--- src/rtl/core/m9tc_pkg.sv ---
package m9tc_pkg;

    localparam int SAMPLE_W = 12;
    localparam int NSAMPLE  = 9;
    localparam int NKNOT    = 14;
    localparam int SEG_W    = 4;
    localparam int CHAN_W   = 3;
    localparam int TEMP_W   = 12;
    // channels below this one carry a thermistor
    localparam logic [CHAN_W-1:0] THERM_CHANNELS = 3'd4;
    // reciprocal scale: q ~= (|p| * RECIP) >> RECIP_SHIFT
    localparam int RECIP_SHIFT = 32;

    typedef logic [SAMPLE_W-1:0] t_sample;
    typedef logic [NSAMPLE-1:0][SAMPLE_W-1:0] t_vec;
    typedef logic [SEG_W-1:0] t_seg;

    // control that travels with each pipeline stage
    typedef struct packed {
        logic vld;
        logic therm;
    } t_ctl;

    // knot table of the thermistor curve
    localparam logic [11:0] KNOT_X [NKNOT] = '{
        12'd732, 12'd945, 12'd1197, 12'd2035, 12'd2309, 12'd2542, 12'd2739,
        12'd2859, 12'd2969, 12'd3068, 12'd3154, 12'd3228, 12'd3293, 12'd3347
    };
    localparam logic [9:0] KNOT_T [NKNOT] = '{
        10'd100, 10'd160, 10'd227, 10'd438, 10'd508, 10'd571, 10'd628,
        10'd666, 10'd702, 10'd738, 10'd772, 10'd805, 10'd837, 10'd869
    };
    localparam logic [8:0] SLOPE_N [NKNOT] = '{
        9'd13, 9'd95, 9'd185, 9'd96, 9'd43, 9'd153, 9'd347,
        9'd141, 9'd128, 9'd261, 9'd235, 9'd85, 9'd393, 9'd307
    };
    localparam logic [10:0] SLOPE_D [NKNOT] = '{
        11'd46, 11'd358, 11'd736, 11'd373, 11'd159, 11'd529, 11'd1118,
        11'd424, 11'd355, 11'd659, 11'd532, 11'd169, 11'd667, 11'd428
    };
    // floor(2^32 / SLOPE_D)
    localparam logic [26:0] RECIP [NKNOT] = '{
        27'd93368854, 27'd11997115, 27'd5835553, 27'd11514657, 27'd27012372,
        27'd8119030, 27'd3841652, 27'd10129639, 27'd12098499, 27'd6517401,
        27'd8073246, 27'd25414007, 27'd6439231, 27'd10034970
    };

endpackage

--- src/rtl/core/median9_thermistor_converter_core.sv ---
// median of nine samples with thermistor conversion
//
// input channel: i_in_valid / o_in_ready carry i_channel and i_sample_0..8.
// output channel: o_out_valid / i_out_ready carry o_median_value,
// o_temperature_tenths and o_temperature_valid, exactly one item per input.
// channels 0 to 3 get a temperature in tenths of a degree C from a 14-knot
// piecewise linear curve; other channels report valid low and zero tenths.
//
// the pipeline has 8 register stages: 3 of sorting network, then segment
// select, slope multiply, reciprocal multiply, remainder multiply and the
// correcting output stage. throughput is one item per cycle; the whole
// pipeline advances when the output register is empty or being taken, so a
// stalled receiver holds every stage in place and o_in_ready drops with it.
// reset (synchronous, active low) clears all stage valid bits; payload
// registers keep whatever they held.
module median9_thermistor_converter_core (
    input  logic        i_clk,
    input  logic        i_rst_n,
    input  logic        i_in_valid,
    output logic        o_in_ready,
    input  logic [2:0]  i_channel,
    input  logic [11:0] i_sample_0,
    input  logic [11:0] i_sample_1,
    input  logic [11:0] i_sample_2,
    input  logic [11:0] i_sample_3,
    input  logic [11:0] i_sample_4,
    input  logic [11:0] i_sample_5,
    input  logic [11:0] i_sample_6,
    input  logic [11:0] i_sample_7,
    input  logic [11:0] i_sample_8,
    output logic        o_out_valid,
    input  logic        i_out_ready,
    output logic [11:0] o_median_value,
    output logic signed [11:0] o_temperature_tenths,
    output logic        o_temperature_valid
);

    logic              en;
    m9tc_pkg::t_ctl    in_ctl, med_ctl;
    m9tc_pkg::t_vec    samples;
    m9tc_pkg::t_sample med;

    // stage registers of the conversion
    m9tc_pkg::t_ctl    r_t1_ctl, r_t2_ctl, r_t3_ctl, r_t4_ctl, r_out_ctl;
    m9tc_pkg::t_sample r_t1_med, r_t2_med, r_t3_med, r_t4_med, r_out_med;
    m9tc_pkg::t_seg    r_t1_seg, r_t2_seg, r_t3_seg, r_t4_seg;
    logic              r_t1_neg, r_t2_neg, r_t3_neg, r_t4_neg;
    logic [11:0]       r_t1_mag;
    logic [20:0]       r_t2_pmag, r_t3_pmag, r_t4_pmag;
    logic [11:0]       r_t3_q0, r_t4_q0;
    logic [20:0]       r_t4_qd;
    logic signed [11:0] r_out_temp;

    m9tc_pkg::t_seg    n_seg;
    logic [12:0]       n_diff;
    logic [11:0]       n_mag;
    logic [20:0]       n_pmag;
    logic [47:0]       n_prod;
    logic [22:0]       n_qd;
    logic [20:0]       n_rem;
    logic [11:0]       n_q;
    logic [12:0]       n_sq;
    logic [12:0]       n_temp;

    // the whole pipeline moves when the output register can take an item
    assign en         = !r_out_ctl.vld || i_out_ready;
    assign o_in_ready = en;

    assign in_ctl.vld   = i_in_valid;
    assign in_ctl.therm = (i_channel < m9tc_pkg::THERM_CHANNELS);
    assign samples = {i_sample_8, i_sample_7, i_sample_6, i_sample_5, i_sample_4,
                      i_sample_3, i_sample_2, i_sample_1, i_sample_0};

    m9tc_median9 u_median (
        .i_clk     (i_clk),
        .i_rst_n   (i_rst_n),
        .i_en      (en),
        .i_ctl     (in_ctl),
        .i_samples (samples),
        .o_ctl     (med_ctl),
        .o_median  (med)
    );

    // segment select: largest knot at or below the median, else segment 0
    always_comb begin
        n_seg = '0;
        for (int i = 1; i < m9tc_pkg::NKNOT; i++) begin
            if (med >= m9tc_pkg::KNOT_X[i]) begin
                n_seg = m9tc_pkg::SEG_W'(i);
            end
        end
        n_diff = {1'b0, med} - {1'b0, m9tc_pkg::KNOT_X[n_seg]};
        n_mag  = n_diff[12] ? 12'(-n_diff) : n_diff[11:0];
    end

    // slope numerator times distance from the knot
    assign n_pmag = 21'(m9tc_pkg::SLOPE_N[r_t1_seg]) * 21'(r_t1_mag);

    // first quotient estimate, at most one below the true quotient
    assign n_prod = 48'(r_t2_pmag) * 48'(m9tc_pkg::RECIP[r_t2_seg]);

    // estimate times divisor, never above the dividend
    assign n_qd = 23'(r_t3_q0) * 23'(m9tc_pkg::SLOPE_D[r_t3_seg]);

    // correct the estimate, apply sign and add the knot temperature
    always_comb begin
        n_rem = r_t4_pmag - r_t4_qd;
        n_q   = r_t4_q0 + 12'(n_rem >= 21'(m9tc_pkg::SLOPE_D[r_t4_seg]));
        n_sq  = r_t4_neg ? 13'(-{1'b0, n_q}) : {1'b0, n_q};
        n_temp = 13'(m9tc_pkg::KNOT_T[r_t4_seg]) + n_sq;
    end

    // conversion pipeline registers
    always_ff @(posedge i_clk) begin
        if (!i_rst_n) begin
            r_t1_ctl  <= '0;
            r_t2_ctl  <= '0;
            r_t3_ctl  <= '0;
            r_t4_ctl  <= '0;
            r_out_ctl <= '0;
        end else if (en) begin
            r_t1_ctl  <= med_ctl;
            r_t1_med  <= med;
            r_t1_seg  <= n_seg;
            r_t1_neg  <= n_diff[12];
            r_t1_mag  <= n_mag;

            r_t2_ctl  <= r_t1_ctl;
            r_t2_med  <= r_t1_med;
            r_t2_seg  <= r_t1_seg;
            r_t2_neg  <= r_t1_neg;
            r_t2_pmag <= n_pmag;

            r_t3_ctl  <= r_t2_ctl;
            r_t3_med  <= r_t2_med;
            r_t3_seg  <= r_t2_seg;
            r_t3_neg  <= r_t2_neg;
            r_t3_pmag <= r_t2_pmag;
            r_t3_q0   <= n_prod[m9tc_pkg::RECIP_SHIFT +: 12];

            r_t4_ctl  <= r_t3_ctl;
            r_t4_med  <= r_t3_med;
            r_t4_seg  <= r_t3_seg;
            r_t4_neg  <= r_t3_neg;
            r_t4_pmag <= r_t3_pmag;
            r_t4_q0   <= r_t3_q0;
            r_t4_qd   <= n_qd[20:0];

            r_out_ctl  <= r_t4_ctl;
            r_out_med  <= r_t4_med;
            r_out_temp <= r_t4_ctl.therm ? signed'(n_temp[11:0]) : '0;
        end
    end

    assign o_out_valid          = r_out_ctl.vld;
    assign o_median_value       = r_out_med;
    assign o_temperature_tenths = r_out_temp;
    assign o_temperature_valid  = r_out_ctl.therm;

`ifndef SYNTHESIS
    // non-thermistor channels report zero tenths
    a_invalid_zero: assert property (@(posedge i_clk) disable iff (!i_rst_n)
        o_out_valid && !o_temperature_valid |-> o_temperature_tenths == 12'sd0)
        else $error("non-thermistor item carries a temperature");

    // converted temperature stays on the curve's range
    a_temp_range: assert property (@(posedge i_clk) disable iff (!i_rst_n)
        o_out_valid && o_temperature_valid |->
            o_temperature_tenths >= -12'sd106 && o_temperature_tenths <= 12'sd1405)
        else $error("temperature out of range");

    // reciprocal estimate is off by at most one
    a_rem_bound: assert property (@(posedge i_clk) disable iff (!i_rst_n)
        r_t4_ctl.vld |-> (r_t4_qd <= r_t4_pmag) &&
            (r_t4_pmag - r_t4_qd < 21'(2 * m9tc_pkg::SLOPE_D[r_t4_seg])))
        else $error("quotient estimate not within one");

    // only segment 0 extrapolates below its knot
    a_neg_seg0: assert property (@(posedge i_clk) disable iff (!i_rst_n)
        r_t1_ctl.vld && r_t1_neg |-> r_t1_seg == '0)
        else $error("negative distance outside segment 0");
`endif

endmodule

--- src/rtl/core/m9tc_median9.sv ---
module m9tc_median9 (
    input  logic             i_clk,
    input  logic             i_rst_n,
    input  logic             i_en,
    input  m9tc_pkg::t_ctl   i_ctl,
    input  m9tc_pkg::t_vec   i_samples,
    output m9tc_pkg::t_ctl   o_ctl,
    output m9tc_pkg::t_sample o_median
);

    // compare-exchange: smaller value ends up at index a
    function automatic m9tc_pkg::t_vec cas(m9tc_pkg::t_vec v, logic [3:0] a, logic [3:0] b);
        m9tc_pkg::t_vec w;
        w = v;
        if (v[a] > v[b]) begin
            w[a] = v[b];
            w[b] = v[a];
        end
        return w;
    endfunction

    m9tc_pkg::t_ctl    r_ctl_a, r_ctl_b, r_ctl_c;
    m9tc_pkg::t_vec    r_vec_a, r_vec_b;
    m9tc_pkg::t_vec    n_vec_a, n_vec_b, n_vec_c;
    m9tc_pkg::t_sample r_med;

    // first stage: sort the three triples
    always_comb begin
        n_vec_a = i_samples;
        n_vec_a = cas(n_vec_a, 4'd1, 4'd2);
        n_vec_a = cas(n_vec_a, 4'd4, 4'd5);
        n_vec_a = cas(n_vec_a, 4'd7, 4'd8);
        n_vec_a = cas(n_vec_a, 4'd0, 4'd1);
        n_vec_a = cas(n_vec_a, 4'd3, 4'd4);
        n_vec_a = cas(n_vec_a, 4'd6, 4'd7);
        n_vec_a = cas(n_vec_a, 4'd1, 4'd2);
        n_vec_a = cas(n_vec_a, 4'd4, 4'd5);
        n_vec_a = cas(n_vec_a, 4'd7, 4'd8);
    end

    // second stage: merge across triples
    always_comb begin
        n_vec_b = r_vec_a;
        n_vec_b = cas(n_vec_b, 4'd0, 4'd3);
        n_vec_b = cas(n_vec_b, 4'd5, 4'd8);
        n_vec_b = cas(n_vec_b, 4'd4, 4'd7);
        n_vec_b = cas(n_vec_b, 4'd3, 4'd6);
        n_vec_b = cas(n_vec_b, 4'd1, 4'd4);
        n_vec_b = cas(n_vec_b, 4'd2, 4'd5);
        n_vec_b = cas(n_vec_b, 4'd4, 4'd7);
        n_vec_b = cas(n_vec_b, 4'd4, 4'd2);
    end

    // third stage: last exchanges settle the middle element
    always_comb begin
        n_vec_c = r_vec_b;
        n_vec_c = cas(n_vec_c, 4'd6, 4'd4);
        n_vec_c = cas(n_vec_c, 4'd4, 4'd2);
    end

    // stage registers
    always_ff @(posedge i_clk) begin
        if (!i_rst_n) begin
            r_ctl_a <= '0;
            r_ctl_b <= '0;
            r_ctl_c <= '0;
        end else if (i_en) begin
            r_ctl_a <= i_ctl;
            r_ctl_b <= r_ctl_a;
            r_ctl_c <= r_ctl_b;
            r_vec_a <= n_vec_a;
            r_vec_b <= n_vec_b;
            r_med   <= n_vec_c[4];
        end
    end

    assign o_ctl    = r_ctl_c;
    assign o_median = r_med;

endmodule

--- config.mk ---
export PLATFORM = sky130hd
export DESIGN_NAME = median9_thermistor_converter_core
export DESIGN_NICKNAME = d
export VERILOG_FILES = /design/src/rtl/core/m9tc_pkg.sv /design/src/rtl/core/median9_thermistor_converter_core.sv /design/src/rtl/core/m9tc_median9.sv
export SDC_FILE = /design/constraint.sdc
export NUM_CORES = 2
export LEC_CHECK = 0
export BUFFER_PORTS_ARGS = -buffer_cell sky130_fd_sc_hd__buf_2
export CAP_MARGIN = 20
export CORE_AREA = 4 4 414 416
export CTS_CLUSTER_SIZE = 8
export DETAILED_ROUTE_END_ITERATION = 10
export DIE_AREA = 0 0 418 420
export PLACE_DENSITY = 0.4
export SLEW_MARGIN = 10
export SYNTH_ARGS = -nofsm -noshare
export SYNTH_HDL_FRONTEND = slang
export SYNTH_HIERARCHICAL = 1
export SYNTH_SLANG_ARGS = --single-unit
--- constraint.sdc ---
create_clock -name i_clk -period 11.7 [get_ports i_clk]
set_input_delay 2.34 -clock i_clk [delete_from_list [all_inputs] [get_ports i_clk]]
set_output_delay 2.34 -clock i_clk [all_outputs]
set_load 0.01 [all_outputs]
==> impl_results.html <==
<table>
<tr><th>Metric</th><th>Value</th></tr>
<tr><th colspan="2">Floorplanning</th></tr>
<tr><td>Initial Util</td><td>between 20% and 30%</td></tr>
<tr><td># IOs</td><td>between 100 and 150</td></tr>
<tr><td>Height of the die</td><td>420 um</td></tr>
<tr><td>Total number of placement rows</td><td>150</td></tr>
<tr><td>Core outline area</td><td>0.167 mm2</td></tr>
<tr><td>Die span in x</td><td>418 um</td></tr>
<tr><td>Area of the die</td><td>0.176 mm2</td></tr>
<tr><th colspan="2">Yosys</th></tr>
<tr><td>Adder-cell share of the synthesized area</td><td>38.1%</td></tr>
<tr><td>Multiplexer share of the synthesized area</td><td>5.96%</td></tr>
<tr><td>Number of synthesis warnings</td><td>6</td></tr>
<tr><td>Area share of the leading cell type in the synthesized netlist</td><td>24.4%</td></tr>
<tr><td>Compound-Gate Fraction of Synth Area</td><td>8.23%</td></tr>
<tr><td>Most common flop cell mapped by yosys</td><td>sky130_fd_sc_hd__edfxtp_1</td></tr>
<tr><td>FFs w/ async S/R, synth</td><td>0%</td></tr>
<tr><td>Main combinational cell family by area after synthesis</td><td>adder cells</td></tr>
<tr><td>Cell taking the most area after synthesis</td><td>sky130_fd_sc_hd__fa_1</td></tr>
<tr><td>Mapped Nets</td><td>6457</td></tr>
<tr><td>Share of the yosys chip area belonging to registers</td><td>22.7%</td></tr>
<tr><td>Post-Syn Instances</td><td>roughly 5.2k</td></tr>
<tr><td>Combined area of all synthesized cells</td><td>0.0501 mm2</td></tr>
<tr><td>Synthesized-area fraction occupied by and/or/nand/nor cells</td><td>14.2%</td></tr>
<tr><td>Number of enable-type register cells in the synthesized netlist</td><td>368</td></tr>
<tr><td>Number of synthesized register bits</td><td>384</td></tr>
<tr><td>Synthesized-area fraction occupied by xor and xnor cells</td><td>1.96%</td></tr>
<tr><td>Area contributors post-synth</td><td>sky130_fd_sc_hd__fa_1, sky130_fd_sc_hd__edfxtp_1, sky130_fd_sc_hd__ha_1</td></tr>
<tr><td>Average cell area after synthesis</td><td>9.66 um2</td></tr>
<tr><td>Distinct cell type count after synthesis</td><td>85</td></tr>
<tr><th colspan="2">Global route</th></tr>
<tr><td>Antenna violations before repair</td><td>7</td></tr>
<tr><td>Maximum number of pins on one net before global-route repair</td><td>between 100 and 150</td></tr>
<tr><td>Overall overflow remaining after global route</td><td>0</td></tr>
<tr><td>Total Routing Usage GR</td><td>about 16%</td></tr>
<tr><td>First-pass GRT wire length</td><td>220000 um</td></tr>
<tr><td>Number of global-route vias before repair</td><td>around 37k</td></tr>
<tr><th colspan="2">Critical path</th></tr>
<tr><td>Most frequent CP cell</td><td>sky130_fd_sc_hd__ha_1</td></tr>
<tr><td>Required time reported for the critical path endpoint</td><td>12.08 ns</td></tr>
<tr><td>Critical register-to-register path endpoint</td><td>u_median/r_vec_b[54]$_DFFE_PP_</td></tr>
<tr><td>Arrival time worst endpoint</td><td>10.44 ns</td></tr>
<tr><td>Setup slack of the worst register-to-register path</td><td>1.64 ns</td></tr>
<tr><td>Max incr delay on CP</td><td>0.79 ns</td></tr>
<tr><td>Worst setup path class</td><td>flop to flop</td></tr>
<tr><td>Buffer and inverter count on the worst path</td><td>2</td></tr>
<tr><td>Cell depth of the worst setup path</td><td>30</td></tr>
<tr><td>Critical path launch point type</td><td>flop</td></tr>
<tr><td>Worst-path maximum fanout</td><td>23</td></tr>
<tr><td>Endpoint kind of the worst setup timing path</td><td>flop</td></tr>
<tr><td>Worst Reg-to-Reg Cells</td><td>30</td></tr>
<tr><td>Dominant delay contributor by cell family on the critical path</td><td>compound AO/OA/AOI/OAI gates</td></tr>
<tr><td>Reg2reg start</td><td>u_median/r_vec_a[89]$_DFFE_PP_</td></tr>
<tr><td>CP max stage cell</td><td>sky130_fd_sc_hd__a31o_1</td></tr>
<tr><th colspan="2">Detailed routing</th></tr>
<tr><td>WL/cell</td><td>18.9 um</td></tr>
<tr><td>Final WL</td><td>141000 um</td></tr>
<tr><td>Count of TritonRoute iterations in the first routing pass</td><td>6</td></tr>
<tr><td>DRC errors left</td><td>0</td></tr>
<tr><td>Routed via count</td><td>about 35k</td></tr>
<tr><td>Vias/cell</td><td>4.72</td></tr>
<tr><td>Number of nets with antenna violations after routing</td><td>0</td></tr>
<tr><td>Drt initial violations</td><td>1754</td></tr>
<tr><th colspan="2">Clock tree</th></tr>
<tr><td>Post-CTS setup buffer count</td><td>0</td></tr>
<tr><td>Post-CTS Resized</td><td>0</td></tr>
<tr><td>Number of buffers created by CTS</td><td>58</td></tr>
<tr><td>CTS tree</td><td>built</td></tr>
<tr><td>Post-CTS clock slew at the launch and capture registers of the worst setup and hold paths</td><td>0.05 ns</td></tr>
<tr><td>Sink count of the clock tree</td><td>384</td></tr>
<tr><td>Number of levels in the clock H-tree</td><td>2</td></tr>
<tr><td>Number of buffers on the longest clock path</td><td>3</td></tr>
<tr><td>Hold-fix buffers at CTS</td><td>0</td></tr>
<tr><td>CTS root buf</td><td>sky130_fd_sc_hd__clkbuf_16</td></tr>
<tr><td>Worst-Skew Late Latency</td><td>0.66 ns</td></tr>
<tr><th colspan="2">Hold path</th></tr>
<tr><td>Hold path cells</td><td>0</td></tr>
<tr><td>Path class of the lowest-slack min-delay path</td><td>flop to flop</td></tr>
<tr><td>Hold worst-path end</td><td>r_t4_pmag[14]$_DFFE_PP_</td></tr>
<tr><td>Worst Min Path Start</td><td>r_t3_pmag[14]$_DFFE_PP_</td></tr>
<tr><th colspan="2">Timing</th></tr>
<tr><td>Least setup slack across all paths after layout</td><td>1.64 ns</td></tr>
<tr><td>Final Setup Violations</td><td>0</td></tr>
<tr><td>Max_slew headroom</td><td>between 20% and 30%</td></tr>
<tr><td>Peak Freq</td><td>a little under 0.1 GHz</td></tr>
<tr><td>Part of the cycle the worst path needs</td><td>86.0%</td></tr>
<tr><td>Unrepaired setup endpoints after global routing</td><td>false</td></tr>
<tr><td>Worst clock skew</td><td>0.0572 ns</td></tr>
<tr><td>Final hold violation count</td><td>0</td></tr>
<tr><td>Min cycle time layout</td><td>10.06 ns</td></tr>
<tr><td>Hold_ws</td><td>~0.41 ns</td></tr>
<tr><td>Setup Total Neg Slack</td><td>0 ns</td></tr>
<tr><td>Transition at the pin with the smallest max-transition slack</td><td>1.09 ns</td></tr>
<tr><td>Total count of max-transition violations in the final report</td><td>0</td></tr>
<tr><th colspan="2">Place</th></tr>
<tr><td>Detailed placement HPWL</td><td>107000 um</td></tr>
<tr><td>Count of input and output buffers</td><td>139</td></tr>
<tr><td>Routability congestion estimate from global placement</td><td>0.821</td></tr>
<tr><td>Post-Place Setup Slack</td><td>1.73 ns</td></tr>
<tr><th colspan="2">Cells and area</th></tr>
<tr><td>Final Util</td><td>32.9%</td></tr>
<tr><td>Area growth from synthesis to layout</td><td>9.83%</td></tr>
<tr><td>Layout Nets</td><td>6526</td></tr>
<tr><td>Fraction of layout instances using a drive strength above 1</td><td>under 10%</td></tr>
<tr><th colspan="2">Status</th></tr>
<tr><td>Run status</td><td>completed</td></tr>
<tr><th colspan="2">Job</th></tr>
<tr><td>Number of max-cap violations</td><td>0</td></tr>
</table>
-- placed cells by master (no fill, tap or decap), types with 84 or more instances in the layout --
| master | count |
|---|---|
| sky130_fd_sc_hd__and2_1 | 364 |
| sky130_fd_sc_hd__fa_1 | 611 |
| sky130_fd_sc_hd__inv_1 | 964 |
| sky130_fd_sc_hd__buf_2 | 139 |
| sky130_fd_sc_hd__nor2_1 | 188 |
| sky130_fd_sc_hd__mux2i_1 | 198 |
| sky130_fd_sc_hd__nand2_1 | 522 |
| sky130_fd_sc_hd__edfxtp_1 | 368 |
| sky130_fd_sc_hd__o21ai_0 | 103 |
| sky130_fd_sc_hd__a21o_1 | 99 |
| sky130_fd_sc_hd__a21oi_1 | 210 |
| sky130_fd_sc_hd__ha_1 | 547 |
| sky130_fd_sc_hd__xnor2_1 | 84 |
-- how the worst max path moves through the flow --
| stage | start | end | slack (ns) |
|---|---|---|---|
| floorplan | i_out_ready | o_median_value[0]$_DFFE_PP_ | 3.44 |
| global placement | u_median/r_vec_a[89]$_DFFE_PP_ | u_median/r_vec_b[54]$_DFFE_PP_ | 1.80 |
| detailed placement | u_median/r_vec_a[89]$_DFFE_PP_ | u_median/r_vec_b[54]$_DFFE_PP_ | 1.73 |
| CTS | u_median/r_vec_a[89]$_DFFE_PP_ | u_median/r_vec_b[54]$_DFFE_PP_ | 1.69 |
| global route | u_median/r_vec_a[89]$_DFFE_PP_ | u_median/r_vec_b[52]$_DFFE_PP_ | 1.06 |
| finish | u_median/r_vec_a[89]$_DFFE_PP_ | u_median/r_vec_b[54]$_DFFE_PP_ | 1.64 |
-- area by class of cell --
class,instances,area [um2]
Fill cell,17400,112000
Multi-Input combinational cell,3618,34300
Sequential cell,384,11400
Inverter,968,3630
Tap cell,2204,2760
Clock buffer,68,1490
Timing Repair Buffer,223,1340
Clock inverter,13,95.1
Antenna cell,1,2.50
-- cell usage after synthesis (15+ instances only) --
library cell and count:
sky130_fd_sc_hd__ha_1 547, sky130_fd_sc_hd__nand2b_1 45, sky130_fd_sc_hd__nand4_1 59, sky130_fd_sc_hd__nor3_1 66
sky130_fd_sc_hd__xnor2_1 85, sky130_fd_sc_hd__edfxtp_1 368, sky130_fd_sc_hd__a21boi_0 23, sky130_fd_sc_hd__fa_1 611
sky130_fd_sc_hd__mux2i_1 198, sky130_fd_sc_hd__o21a_1 27, sky130_fd_sc_hd__nor2_1 194, sky130_fd_sc_hd__nor2b_1 69
sky130_fd_sc_hd__a21o_1 99, sky130_fd_sc_hd__clkbuf_1 179, sky130_fd_sc_hd__nand3_1 43, sky130_fd_sc_hd__a221o_1 18
sky130_fd_sc_hd__a21oi_1 210, sky130_fd_sc_hd__dfxtp_1 16, sky130_fd_sc_hd__xor2_1 27, sky130_fd_sc_hd__nand2_1 522
sky130_fd_sc_hd__inv_1 964, sky130_fd_sc_hd__mux2_2 75, sky130_fd_sc_hd__o31ai_1 15, sky130_fd_sc_hd__and2_1 366
sky130_fd_sc_hd__o21ai_0 111, sky130_fd_sc_hd__buf_1 19
-- routing by layer --
layer | vias up | global-route usage [%] | wire [um]
li1 | 17000 | - | -
met1 | 17700 | 21.5 | 64500
met2 | 530 | 28.7 | 69700
met3 | 124 | 1.46 | 3910
met4 | 0 | 3.54 | 3020
met5 | - | 0 | 0
-- state kept, by name, summed over array words and instances (netlist names), 12 cells and up --
name / flops
r_t3_med: 12
r_t2_pmag: 21
o_median_value: 12
r_t2_med: 12
r_t4_med: 12
u_median/r_vec_b: 36
u_median/r_vec_a: 108
r_t4_qd: 21
r_t4_pmag: 21
r_t3_q0: 12
u_median/o_median: 12
r_t1_mag: 12
o_temperature_tenths: 12
r_t4_q0: 12
r_t3_pmag: 21
r_t1_med: 12
-- metrics by stage --
| stage | cell area (um2) | instances |
|---|---|---|
| 6_report | 55000 | 7479 |
| 5_1_grt | 55000 | 7478 |
| 4_1_cts | 55000 | 7475 |
| 3_5_place_dp | 53400 | 7394 |
| 3_3_place_gp | 53400 | 7393 |
| 2_1_floorplan | 50100 | 5184 |
-- kinds of logic after synthesis --
family,Yosys count
buf+inv,1182
xor+xnor,112
simple gates,1432
flops,384
fa+ha+maj,1158
compound gates,631
mux,285
Power is left out: the tool's default activity adds up to more than one toggle a clock period on the data nets, which glitch-free logic cannot reach.
